==> src/rtl/core/vfbc_pkg.sv <==
`timescale 1ns / 1ps
package vfbc_pkg;

	// Lanes that convert; lane slots at or past this count give zero.
	localparam int LANES    = 3;
	localparam int MAX_LANE = 3;

	typedef enum logic [1:0] {
		FN_F2U = 2'd0,
		FN_U2F = 2'd1,
		FN_F2S = 2'd2,
		FN_S2F = 2'd3
	} func_t;

	// Significands of single-precision 1/255 and 1/127
	localparam logic [23:0] UNORM_RCP = 24'h808081;
	localparam logic [23:0] SNORM_RCP = 24'h810204;
	localparam logic [7:0]  UNORM_SCL = 8'd255;
	localparam logic [7:0]  SNORM_SCL = 8'd127;
	localparam logic [7:0]  EXP_MAX   = 8'hFF;

	typedef struct packed {
		logic [31:0] fval;
		logic [7:0]  bval;
	} lane_res_t;

endpackage

==> src/rtl/core/vfbc_lane.sv <==
`timescale 1ns / 1ps
module vfbc_lane import vfbc_pkg::*; (
	input  logic        clk,
	input  logic        en,
	input  func_t       func,
	input  logic [31:0] f_bits,
	input  logic [7:0]  b_in,
	output lane_res_t   res
);

	// Stage 1: unpack and multiply (float to byte)
	logic [31:0] fp_prod_s1;
	logic [7:0]  fp_exp_s1;
	logic        fp_sgn_s1;
	logic        fp_nan_s1;
	logic        fp_inf_s1;
	logic        fp_zero_s1;
	logic        snorm_s1;
	// Stage 1: normalize and multiply (byte to float)
	logic [31:0] bp_prod_s1;
	logic [2:0]  bp_lz_s1;
	logic        bp_sgn_s1;
	logic        bp_zero_s1;

	logic [31:0] fp_prod;
	logic [31:0] bp_prod;
	logic [7:0]  b_mag;
	logic [7:0]  b_norm;
	logic [2:0]  b_lz;
	logic        b_sgn;

	always_comb begin
		logic found;
		fp_prod = {8'd0, 1'b1, f_bits[22:0]} *
			{24'd0, (func[1] ? SNORM_SCL : UNORM_SCL)};
		b_sgn = func[1] & b_in[7];
		b_mag = b_sgn ? 8'(-b_in) : b_in;
		b_lz  = 3'd0;
		found = 1'b0;
		for (int k = 7; k >= 0; k--) begin
			if (!found && b_mag[k]) begin
				b_lz  = 3'(7 - k);
				found = 1'b1;
			end
		end
		b_norm  = b_mag << b_lz;
		bp_prod = {24'd0, b_norm} * {8'd0, (func[1] ? SNORM_RCP : UNORM_RCP)};
	end

	always_ff @(posedge clk) begin
		if (en) begin
			fp_prod_s1 <= fp_prod;
			fp_exp_s1  <= f_bits[30:23];
			fp_sgn_s1  <= f_bits[31];
			fp_nan_s1  <= (f_bits[30:23] == EXP_MAX) && (f_bits[22:0] != 23'd0);
			fp_inf_s1  <= (f_bits[30:23] == EXP_MAX) && (f_bits[22:0] == 23'd0);
			fp_zero_s1 <= (f_bits[30:23] == 8'd0);
			snorm_s1   <= func[1];
			bp_prod_s1 <= bp_prod;
			bp_lz_s1   <= b_lz;
			bp_sgn_s1  <= b_sgn;
			bp_zero_s1 <= (b_mag == 8'd0);
		end
	end

	// Stage 2: round to single, truncate and clamp
	always_comb begin
		logic [1:0]        sh;
		logic [31:0]       pn;
		logic signed [9:0] ue;
		logic              up;
		logic [24:0]       r25;
		logic [24:0]       mag;
		logic [4:0]        rs;
		logic [7:0]        lim;
		logic [7:0]        m;
		logic              big;
		logic              bs;
		logic [31:0]       bn;
		logic [8:0]        bexp;
		logic [24:0]       br;
		logic              bup;

		// float to byte
		if (fp_prod_s1[31])      sh = 2'd0;
		else if (fp_prod_s1[30]) sh = 2'd1;
		else                     sh = 2'd2;
		pn  = fp_prod_s1 << sh;
		ue  = $signed({2'b00, fp_exp_s1}) - 10'sd119 - $signed({8'd0, sh});
		up  = pn[7] & ((|pn[6:0]) | pn[8]);
		r25 = {1'b0, pn[31:8]} + 25'(up);
		lim = snorm_s1 ? SNORM_SCL : UNORM_SCL;
		mag = 25'd0;
		big = 1'b0;
		rs  = 5'd0;
		if (ue > 10'sd8) begin
			big = 1'b1;
		end else if (ue >= -10'sd1) begin
			rs  = 5'(10'sd23 - ue);
			mag = r25 >> rs;
		end
		if (fp_nan_s1 || fp_zero_s1)
			m = 8'd0;
		else if (fp_inf_s1 || big || (mag > {17'd0, lim}))
			m = lim;
		else
			m = mag[7:0];
		if (snorm_s1)
			res.bval = fp_sgn_s1 ? 8'(-m) : m;
		else
			res.bval = fp_sgn_s1 ? 8'd0 : m;

		// byte to float
		bs   = ~bp_prod_s1[31];
		bn   = bp_prod_s1 << bs;
		bup  = bn[7] & ((|bn[6:0]) | bn[8]);
		br   = {1'b0, bn[31:8]} + 25'(bup);
		bexp = (snorm_s1 ? 9'd128 : 9'd127) - {8'd0, bs} - {6'd0, bp_lz_s1};
		if (bp_zero_s1)
			res.fval = 32'd0;
		else if (br[24])
			res.fval = {bp_sgn_s1, 8'(bexp + 9'd1), 23'd0};
		else
			res.fval = {bp_sgn_s1, bexp[7:0], br[22:0]};
	end

endmodule

==> src/rtl/core/vec3_float_byte_convert.sv <==
`timescale 1ns / 1ps
// Throughput: one request per clock; lane multipliers and the output
// register are fully pipelined, so only a stalled result holds the pipe.
// Reset: arst_n clears the valid flags of both stages; payload registers
// are not reset. The block keeps no other state.
module vec3_float_byte_convert import vfbc_pkg::*; (
	input  logic        clk,
	input  logic        arst_n,
	input  logic        req_valid,
	output logic        req_stall,
	input  logic [1:0]  func,
	input  logic [31:0] x_bits,
	input  logic [31:0] y_bits,
	input  logic [31:0] z_bits,
	input  logic [7:0]  in_byte_0,
	input  logic [7:0]  in_byte_1,
	input  logic [7:0]  in_byte_2,
	output logic        res_valid,
	input  logic        res_stall,
	output logic [31:0] out_float_0,
	output logic [31:0] out_float_1,
	output logic [31:0] out_float_2,
	output logic [7:0]  out_byte_0,
	output logic [7:0]  out_byte_1,
	output logic [7:0]  out_byte_2
);

	// Whole pipe advances together unless a finished result is held.
	logic adv;
	logic vld_s1;
	logic vld_s2;
	func_t func_s1;

	logic [31:0] f_in  [MAX_LANE];
	logic [7:0]  b_in  [MAX_LANE];
	lane_res_t   l_res [MAX_LANE];
	logic [31:0] fo_s2 [MAX_LANE];
	logic [7:0]  bo_s2 [MAX_LANE];

	assign adv       = !vld_s2 || !res_stall;
	assign req_stall = !adv;
	assign res_valid = vld_s2;

	assign f_in[0] = x_bits;
	assign f_in[1] = y_bits;
	assign f_in[2] = z_bits;
	assign b_in[0] = in_byte_0;
	assign b_in[1] = in_byte_1;
	assign b_in[2] = in_byte_2;

	// Valid flags: advance on every free cycle, hold while stalled.
	always_ff @(posedge clk or negedge arst_n) begin
		if (!arst_n) begin
			vld_s1 <= 1'b0;
			vld_s2 <= 1'b0;
		end else if (adv) begin
			vld_s1 <= req_valid;
			vld_s2 <= vld_s1;
		end
	end

	always_ff @(posedge clk) begin
		if (adv)
			func_s1 <= func_t'(func);
	end

	// One conversion lane per component; slots past LANES give zero.
	for (genvar i = 0; i < MAX_LANE; i++) begin : g_lane
		if (i < LANES) begin : g_on
			vfbc_lane u_lane (
				.clk    (clk),
				.en     (adv),
				.func   (func_t'(func)),
				.f_bits (f_in[i]),
				.b_in   (b_in[i]),
				.res    (l_res[i])
			);
		end else begin : g_off
			assign l_res[i] = '0;
		end

		// Merge: keep the field the mode produces, drop the other to zero.
		always_ff @(posedge clk) begin
			if (adv) begin
				case (func_s1)
					FN_F2U, FN_F2S: begin
						fo_s2[i] <= 32'd0;
						bo_s2[i] <= l_res[i].bval;
					end
					FN_U2F, FN_S2F: begin
						fo_s2[i] <= l_res[i].fval;
						bo_s2[i] <= 8'd0;
					end
					default: begin
						fo_s2[i] <= 32'd0;
						bo_s2[i] <= 8'd0;
					end
				endcase
			end
		end
	end

	assign out_float_0 = fo_s2[0];
	assign out_float_1 = fo_s2[1];
	assign out_float_2 = fo_s2[2];
	assign out_byte_0  = bo_s2[0];
	assign out_byte_1  = bo_s2[1];
	assign out_byte_2  = bo_s2[2];

endmodule
==> config.mk <==
export PLATFORM = sky130hd
export DESIGN_NAME = vec3_float_byte_convert
export DESIGN_NICKNAME = d
export VERILOG_FILES = /design/src/rtl/core/vfbc_pkg.sv /design/src/rtl/core/vfbc_lane.sv /design/src/rtl/core/vec3_float_byte_convert.sv
export SDC_FILE = /design/constraint.sdc
export NUM_CORES = 2
export LEC_CHECK = 0
export ABC_CLOCK_PERIOD_IN_PS = 10800
export BUFFER_PORTS_ARGS = -buffer_cell sky130_fd_sc_hd__buf_2
export CORE_UTILIZATION = 35
export CTS_BUF_LIST = sky130_fd_sc_hd__clkbuf_4 sky130_fd_sc_hd__clkbuf_8
export CTS_CLUSTER_DIAMETER = 100
export DETAILED_ROUTE_END_ITERATION = 10
export HOLD_SLACK_MARGIN = 0.02
export PLACE_DENSITY = 0.48
export SLEW_MARGIN = 5
export SYNTH_ARGS = -nofsm -noshare
export SYNTH_HDL_FRONTEND = slang
export SYNTH_SLANG_ARGS = --single-unit
==> constraint.sdc <==
create_clock -name clk -period 10.8 [get_ports clk]
set_input_delay 1.62 -clock clk [delete_from_list [all_inputs] [get_ports clk]]
set_output_delay 1.62 -clock clk [all_outputs]
set_load 0.005 [all_outputs]
==> flow_summary.html <==
<table>
<tr><th>Metric</th><th>Value</th></tr>
<tr><th colspan="2">Setup path</th></tr>
<tr><td>Worst setup path category</td><td>in2reg</td></tr>
<tr><td>Largest incremental delay on the critical path</td><td>0.58 ns</td></tr>
<tr><td>Worst-path maximum fanout</td><td>7</td></tr>
<tr><td>Setup crit end kind</td><td>flip-flop</td></tr>
<tr><td>Setup slack, reg-to-reg</td><td>3.23 ns</td></tr>
<tr><td>Reg2Reg Launch Point</td><td>g_lane[1].g_on.u_lane.fp_prod_s1[31]</td></tr>
<tr><td>Cell depth of the worst flop-to-flop path</td><td>23</td></tr>
<tr><td>Signal arrival time at the worst endpoint</td><td>8.86 ns</td></tr>
<tr><td>Crit start category</td><td>primary input</td></tr>
<tr><td>Required time worst endpoint</td><td>11.25 ns</td></tr>
<tr><td>Most frequent CP cell</td><td>sky130_fd_sc_hd__inv_1</td></tr>
<tr><td>Endpoint of the worst-slack reg-to-reg timing path</td><td>bo_s2[1][4]</td></tr>
<tr><td>Slowest CP cell</td><td>sky130_fd_sc_hd__o41ai_1</td></tr>
<tr><th colspan="2">Detailed routing</th></tr>
<tr><td>Vias per std cell</td><td>5.12</td></tr>
<tr><td>Number of iterations in the first detailed-routing pass</td><td>7</td></tr>
<tr><td>Antenna-violating nets left</td><td>0</td></tr>
<tr><td>DRT iter0 DRCs</td><td>2410</td></tr>
<tr><td>Total routed wirelength</td><td>120000 microns</td></tr>
<tr><td>Residual DRC count</td><td>0</td></tr>
<tr><td>Via count</td><td>36.6k</td></tr>
<tr><td>Average detailed-routed wire length per instance</td><td>16.7 microns</td></tr>
<tr><th colspan="2">Final layout</th></tr>
<tr><td>Proportion of layout cells with a drive suffix above 1</td><td>9.91%</td></tr>
<tr><td>Total number of nets in the final design</td><td>6232</td></tr>
<tr><td>Fillers</td><td>13.4k</td></tr>
<tr><td>Area overhead of the layout relative to synthesis</td><td>10.2%</td></tr>
<tr><td>Area occupied by multi-input gates</td><td>32800 sq um</td></tr>
<tr><td>Seq. cell area</td><td>10600 sq um</td></tr>
<tr><td>Non-Filler Instances</td><td>7149</td></tr>
<tr><th colspan="2">Logic synthesis</th></tr>
<tr><td>Proportion of register bits with asynchronous set or reset after synthesis</td><td>0.560%</td></tr>
<tr><td>Number of warnings issued by yosys</td><td>0</td></tr>
<tr><td>Most frequent cell after synthesis</td><td>sky130_fd_sc_hd__inv_1</td></tr>
<tr><td>Syn_area_per_cell</td><td>9.09 sq um</td></tr>
<tr><td>Number of cells produced by synthesis</td><td>5096</td></tr>
<tr><td>Cell types with the highest counts after synthesis</td><td>sky130_fd_sc_hd__inv_1, sky130_fd_sc_hd__nor2_1, sky130_fd_sc_hd__fa_1</td></tr>
<tr><td>Number of enable-type register cells in the synthesized netlist</td><td>347</td></tr>
<tr><td>Flip-flop cell with the highest count after synthesis</td><td>sky130_fd_sc_hd__edfxtp_1</td></tr>
<tr><td>Cell types with the largest area share after synthesis</td><td>sky130_fd_sc_hd__edfxtp_1, sky130_fd_sc_hd__fa_1, sky130_fd_sc_hd__ha_1</td></tr>
<tr><td>Area of the mapped netlist</td><td>46300 sq um</td></tr>
<tr><td>Post-synthesis cell type with the largest combined area</td><td>sky130_fd_sc_hd__edfxtp_1</td></tr>
<tr><td>Post-synthesis sequential area ratio</td><td>22.9%</td></tr>
<tr><td>Unique masters post-synth</td><td>111</td></tr>
<tr><td>Number of synthesized register bits</td><td>357</td></tr>
<tr><td>Portion of synthesized cell area occupied by the leading cell type</td><td>22.5%</td></tr>
<tr><th colspan="2">Clock tree</th></tr>
<tr><td>Clock Tree Buf Depth</td><td>3</td></tr>
<tr><td>Clock Pin Slew Worst Setup and Hold Paths</td><td>0.05 ns</td></tr>
<tr><td>CTS resizes</td><td>0</td></tr>
<tr><td>Clock latency at the later pin of the worst-skew pair</td><td>0.75 ns</td></tr>
<tr><td>CTS tree</td><td>built</td></tr>
<tr><td>H-tree depth</td><td>3</td></tr>
<tr><td>Cell chosen for the clock root</td><td>sky130_fd_sc_hd__clkbuf_8</td></tr>
<tr><td>Post-CTS Setup Repair Bufs</td><td>0</td></tr>
<tr><td>Num Clock Sinks</td><td>357</td></tr>
<tr><td>Number of buffers created by CTS</td><td>76</td></tr>
<tr><td>CTS Hold Bufs</td><td>0</td></tr>
<tr><th colspan="2">Floorplan</th></tr>
<tr><td>Starting density of the core</td><td>35.2%</td></tr>
<tr><td>Site row count</td><td>133</td></tr>
<tr><td>Area of the die</td><td>134000 sq um</td></tr>
<tr><td>Die extent in y</td><td>366 microns</td></tr>
<tr><td>Core area</td><td>131000 sq um</td></tr>
<tr><td>I/O pin count</td><td>248</td></tr>
<tr><td>Die width</td><td>366 microns</td></tr>
<tr><th colspan="2">Global route</th></tr>
<tr><td>Total global-route track usage</td><td>17.9%</td></tr>
<tr><td>Largest net degree at the start of global routing</td><td>122</td></tr>
<tr><td>Final global-route overflow total</td><td>0</td></tr>
<tr><td>Global-route wire length before repair</td><td>196000 microns</td></tr>
<tr><td>Initial antenna violation count</td><td>42</td></tr>
<tr><td>Vias in the first global route</td><td>36.2k</td></tr>
<tr><th colspan="2">Pwr</th></tr>
<tr><td>Pint</td><td>7.13 mW</td></tr>
<tr><td>Clock power share</td><td>10.8%</td></tr>
<tr><td>Lkg Pwr</td><td>22.1 nW</td></tr>
<tr><td>Net Sw Power</td><td>6.76 mW</td></tr>
<tr><td>Power Density</td><td>272 nW/um^2</td></tr>
<tr><td>VDD IR max</td><td>0.000165 V</td></tr>
<tr><td>Seq pwr share</td><td>20.1%</td></tr>
<tr><td>Combinational group share of total power</td><td>69.1%</td></tr>
<tr><td>Proportion of total power due to net switching</td><td>48.7%</td></tr>
<tr><th colspan="2">Timing</th></tr>
<tr><td>Clock skew</td><td>0.0560 ns</td></tr>
<tr><td>Number of pins with negative max-slew slack in the final report</td><td>0</td></tr>
<tr><td>Post-route fraction of the period consumed by the critical path</td><td>77.8%</td></tr>
<tr><td>Upper clock frequency limit</td><td>119 MHz</td></tr>
<tr><td>Unrepaired setup endpoints after global routing</td><td>false</td></tr>
<tr><td>Setup violators final</td><td>0</td></tr>
<tr><td>Max-slew headroom at the worst pin</td><td>22.5%</td></tr>
<tr><td>Slew at the pin closest to its max-slew limit</td><td>1.16 ns</td></tr>
<tr><td>Sum of negative setup slack</td><td>0 ns</td></tr>
<tr><td>Final hold vios</td><td>0</td></tr>
<tr><td>Shortest period the worst path allows</td><td>8.40 ns</td></tr>
<tr><th colspan="2">Min path</th></tr>
<tr><td>Hold Crit Endpoint</td><td>bo_s2[2][5]</td></tr>
<tr><td>Start point of the worst min-delay path</td><td>bo_s2[2][5]</td></tr>
<tr><td>Hold-critical path depth</td><td>2</td></tr>
<tr><td>Class of the worst hold path</td><td>reg2reg</td></tr>
<tr><th colspan="2">Placed design</th></tr>
<tr><td>Number of port buffers</td><td>247</td></tr>
<tr><td>Number of placed cells counting well taps</td><td>7003</td></tr>
<tr><td>Final estimated routing congestion in global placement</td><td>0.875</td></tr>
<tr><td>HPWL after detailed placement</td><td>95900 microns</td></tr>
<tr><th colspan="2">Run</th></tr>
<tr><td>Max-capacitance violation count</td><td>0</td></tr>
<tr><th colspan="2">Outcome</th></tr>
<tr><td>Run status</td><td>complete, no violations</td></tr>
</table>
==> routing by layer <==
metal / GRT usage (%) / part of all wire (%) / vias up
met2: 27.3 / 43 / 683
met5: 0 / 0.24 / -
met4: 3.79 / 1.7 / 42
met1: 25.4 / 49 / 17349
met3: 4.25 / 5.9 / 161
li1: - / - / 18374
==> flip-flops by register name, summed over array words and instances (netlist names), 2 cells and up <==
name / count
g_lane.g_on.u_lane.fp_nan_s1: 3
bo_s2: 24
g_lane.g_on.u_lane.bp_lz_s1: 9
func_s1: 2
g_lane.g_on.u_lane.bp_zero_s1: 3
g_lane.g_on.u_lane.bp_prod_s1: 96
fo_s2: 96
g_lane.g_on.u_lane.bp_sgn_s1: 3
g_lane.g_on.u_lane.fp_inf_s1: 3
g_lane.g_on.u_lane.fp_zero_s1: 3
g_lane.g_on.u_lane.fp_prod_s1: 86
g_lane.g_on.u_lane.fp_sgn_s1: 3
g_lane.g_on.u_lane.fp_exp_s1: 24
==> logic make-up after synthesis <==
| kind of cell | after synthesis | synth area share, % |
|---|---|---|
| adders and majority gates | 780 | 27.6 |
| xor gates and xnor gates | 352 | 6.65 |
| other | 2 | 0.0162 |
| muxes | 191 | 4.41 |
| buffers and inverters | 785 | 6.55 |
| AOI/OAI and AO/OA | 1036 | 15.2 |
| DFF | 357 | 22.9 |
| and+or+nand+nor | 1593 | 16.7 |
==> per-stage QoR <==
stage	power, mW	util, %	hold WS, ns	instance area, sq um	setup slack [ns]
floorplan	10.2	-	0.430	46500	1.82
global placement	12.4	37.7	0.436	49500	1.76
detailed placement	12.4	37.7	0.442	49500	1.74
CTS	14.0	38.8	0.456	51000	2.55
global route	15.4	38.8	0.479	51000	1.81
finish	13.9	38.8	0.448	51100	2.40
==> power by group through the flow <==
stage | Combinational, mW | Sequential (mW) | Clock, mW
after global placement | 9.57 | 2.81 | 0
after floorplan | 7.52 | 2.68 | 0
after global routing | 10.9 | 2.87 | 1.63
after detailed placement | 9.58 | 2.82 | 0
final | 9.61 | 2.79 | 1.50
after CTS | 9.64 | 2.79 | 1.58
==> cell type report <==
class / instances / share of cell area (%)
antenna: 13 / 0.0637
clock buffer: 97 / 2.38
clock inverter: 36 / 0.591
inverter: 613 / 4.51
multi-input combinational: 3993 / 64.3
sequential: 357 / 20.8
tap: 1755 / 4.30
timing repair buffer: 285 / 3.02
==> layout by cell type (no fill, tap or decap), types with 38 or more instances in the layout <==
cell	instances
sky130_fd_sc_hd__and3_1	56
sky130_fd_sc_hd__mux2_2	39
sky130_fd_sc_hd__buf_2	246
sky130_fd_sc_hd__inv_1	607
sky130_fd_sc_hd__xor2_1	135
sky130_fd_sc_hd__ha_1	377
sky130_fd_sc_hd__o21a_1	53
sky130_fd_sc_hd__fa_1	403
sky130_fd_sc_hd__edfxtp_1	347
sky130_fd_sc_hd__nand3_1	161
sky130_fd_sc_hd__nor2_1	472
sky130_fd_sc_hd__nand2b_1	48
sky130_fd_sc_hd__a21oi_1	226
sky130_fd_sc_hd__nor4_1	39
sky130_fd_sc_hd__conb_1	41
sky130_fd_sc_hd__o21ai_0	198
sky130_fd_sc_hd__xnor2_1	215
sky130_fd_sc_hd__nand2_1	373
sky130_fd_sc_hd__nor2b_1	57
sky130_fd_sc_hd__nor3_1	126
sky130_fd_sc_hd__and2_1	45
sky130_fd_sc_hd__a21o_1	43
sky130_fd_sc_hd__o31ai_1	38
sky130_fd_sc_hd__a211oi_1	80
sky130_fd_sc_hd__nand4_1	61
sky130_fd_sc_hd__a31oi_1	51
sky130_fd_sc_hd__clkbuf_8	78
sky130_fd_sc_hd__mux2i_1	141
==> worst max-delay path by stage <==
stage,slack [ns],startpoint,end
after floorplan,1.82,res_stall,req_stall
after global routing,1.81,in_byte_2[3],g_lane[2].g_on.u_lane.bp_prod_s1[29]
final,2.40,in_byte_2[0],g_lane[2].g_on.u_lane.bp_prod_s1[29]
after CTS,2.55,in_byte_2[0],g_lane[2].g_on.u_lane.bp_prod_s1[29]
after detailed placement,1.74,in_byte_2[3],g_lane[2].g_on.u_lane.bp_prod_s1[29]
after global placement,1.76,in_byte_2[0],g_lane[2].g_on.u_lane.bp_prod_s1[29]
==> worst max-delay path: cells and delay by family <==
| family | cells | cell delay (ns) |
|---|---|---|
| AO/OA/AOI/OAI | 15 | 4.19 |
| multiplexers | 1 | 0.42 |
| XOR/XNOR | 2 | 0.46 |
| AND/OR/NAND/NOR | 5 | 0.60 |
| adder cells (fa/ha/maj) | 4 | 1.01 |
| buffers and inverters | 5 | 0.55 |
Power figures use the tool's default switching activity.
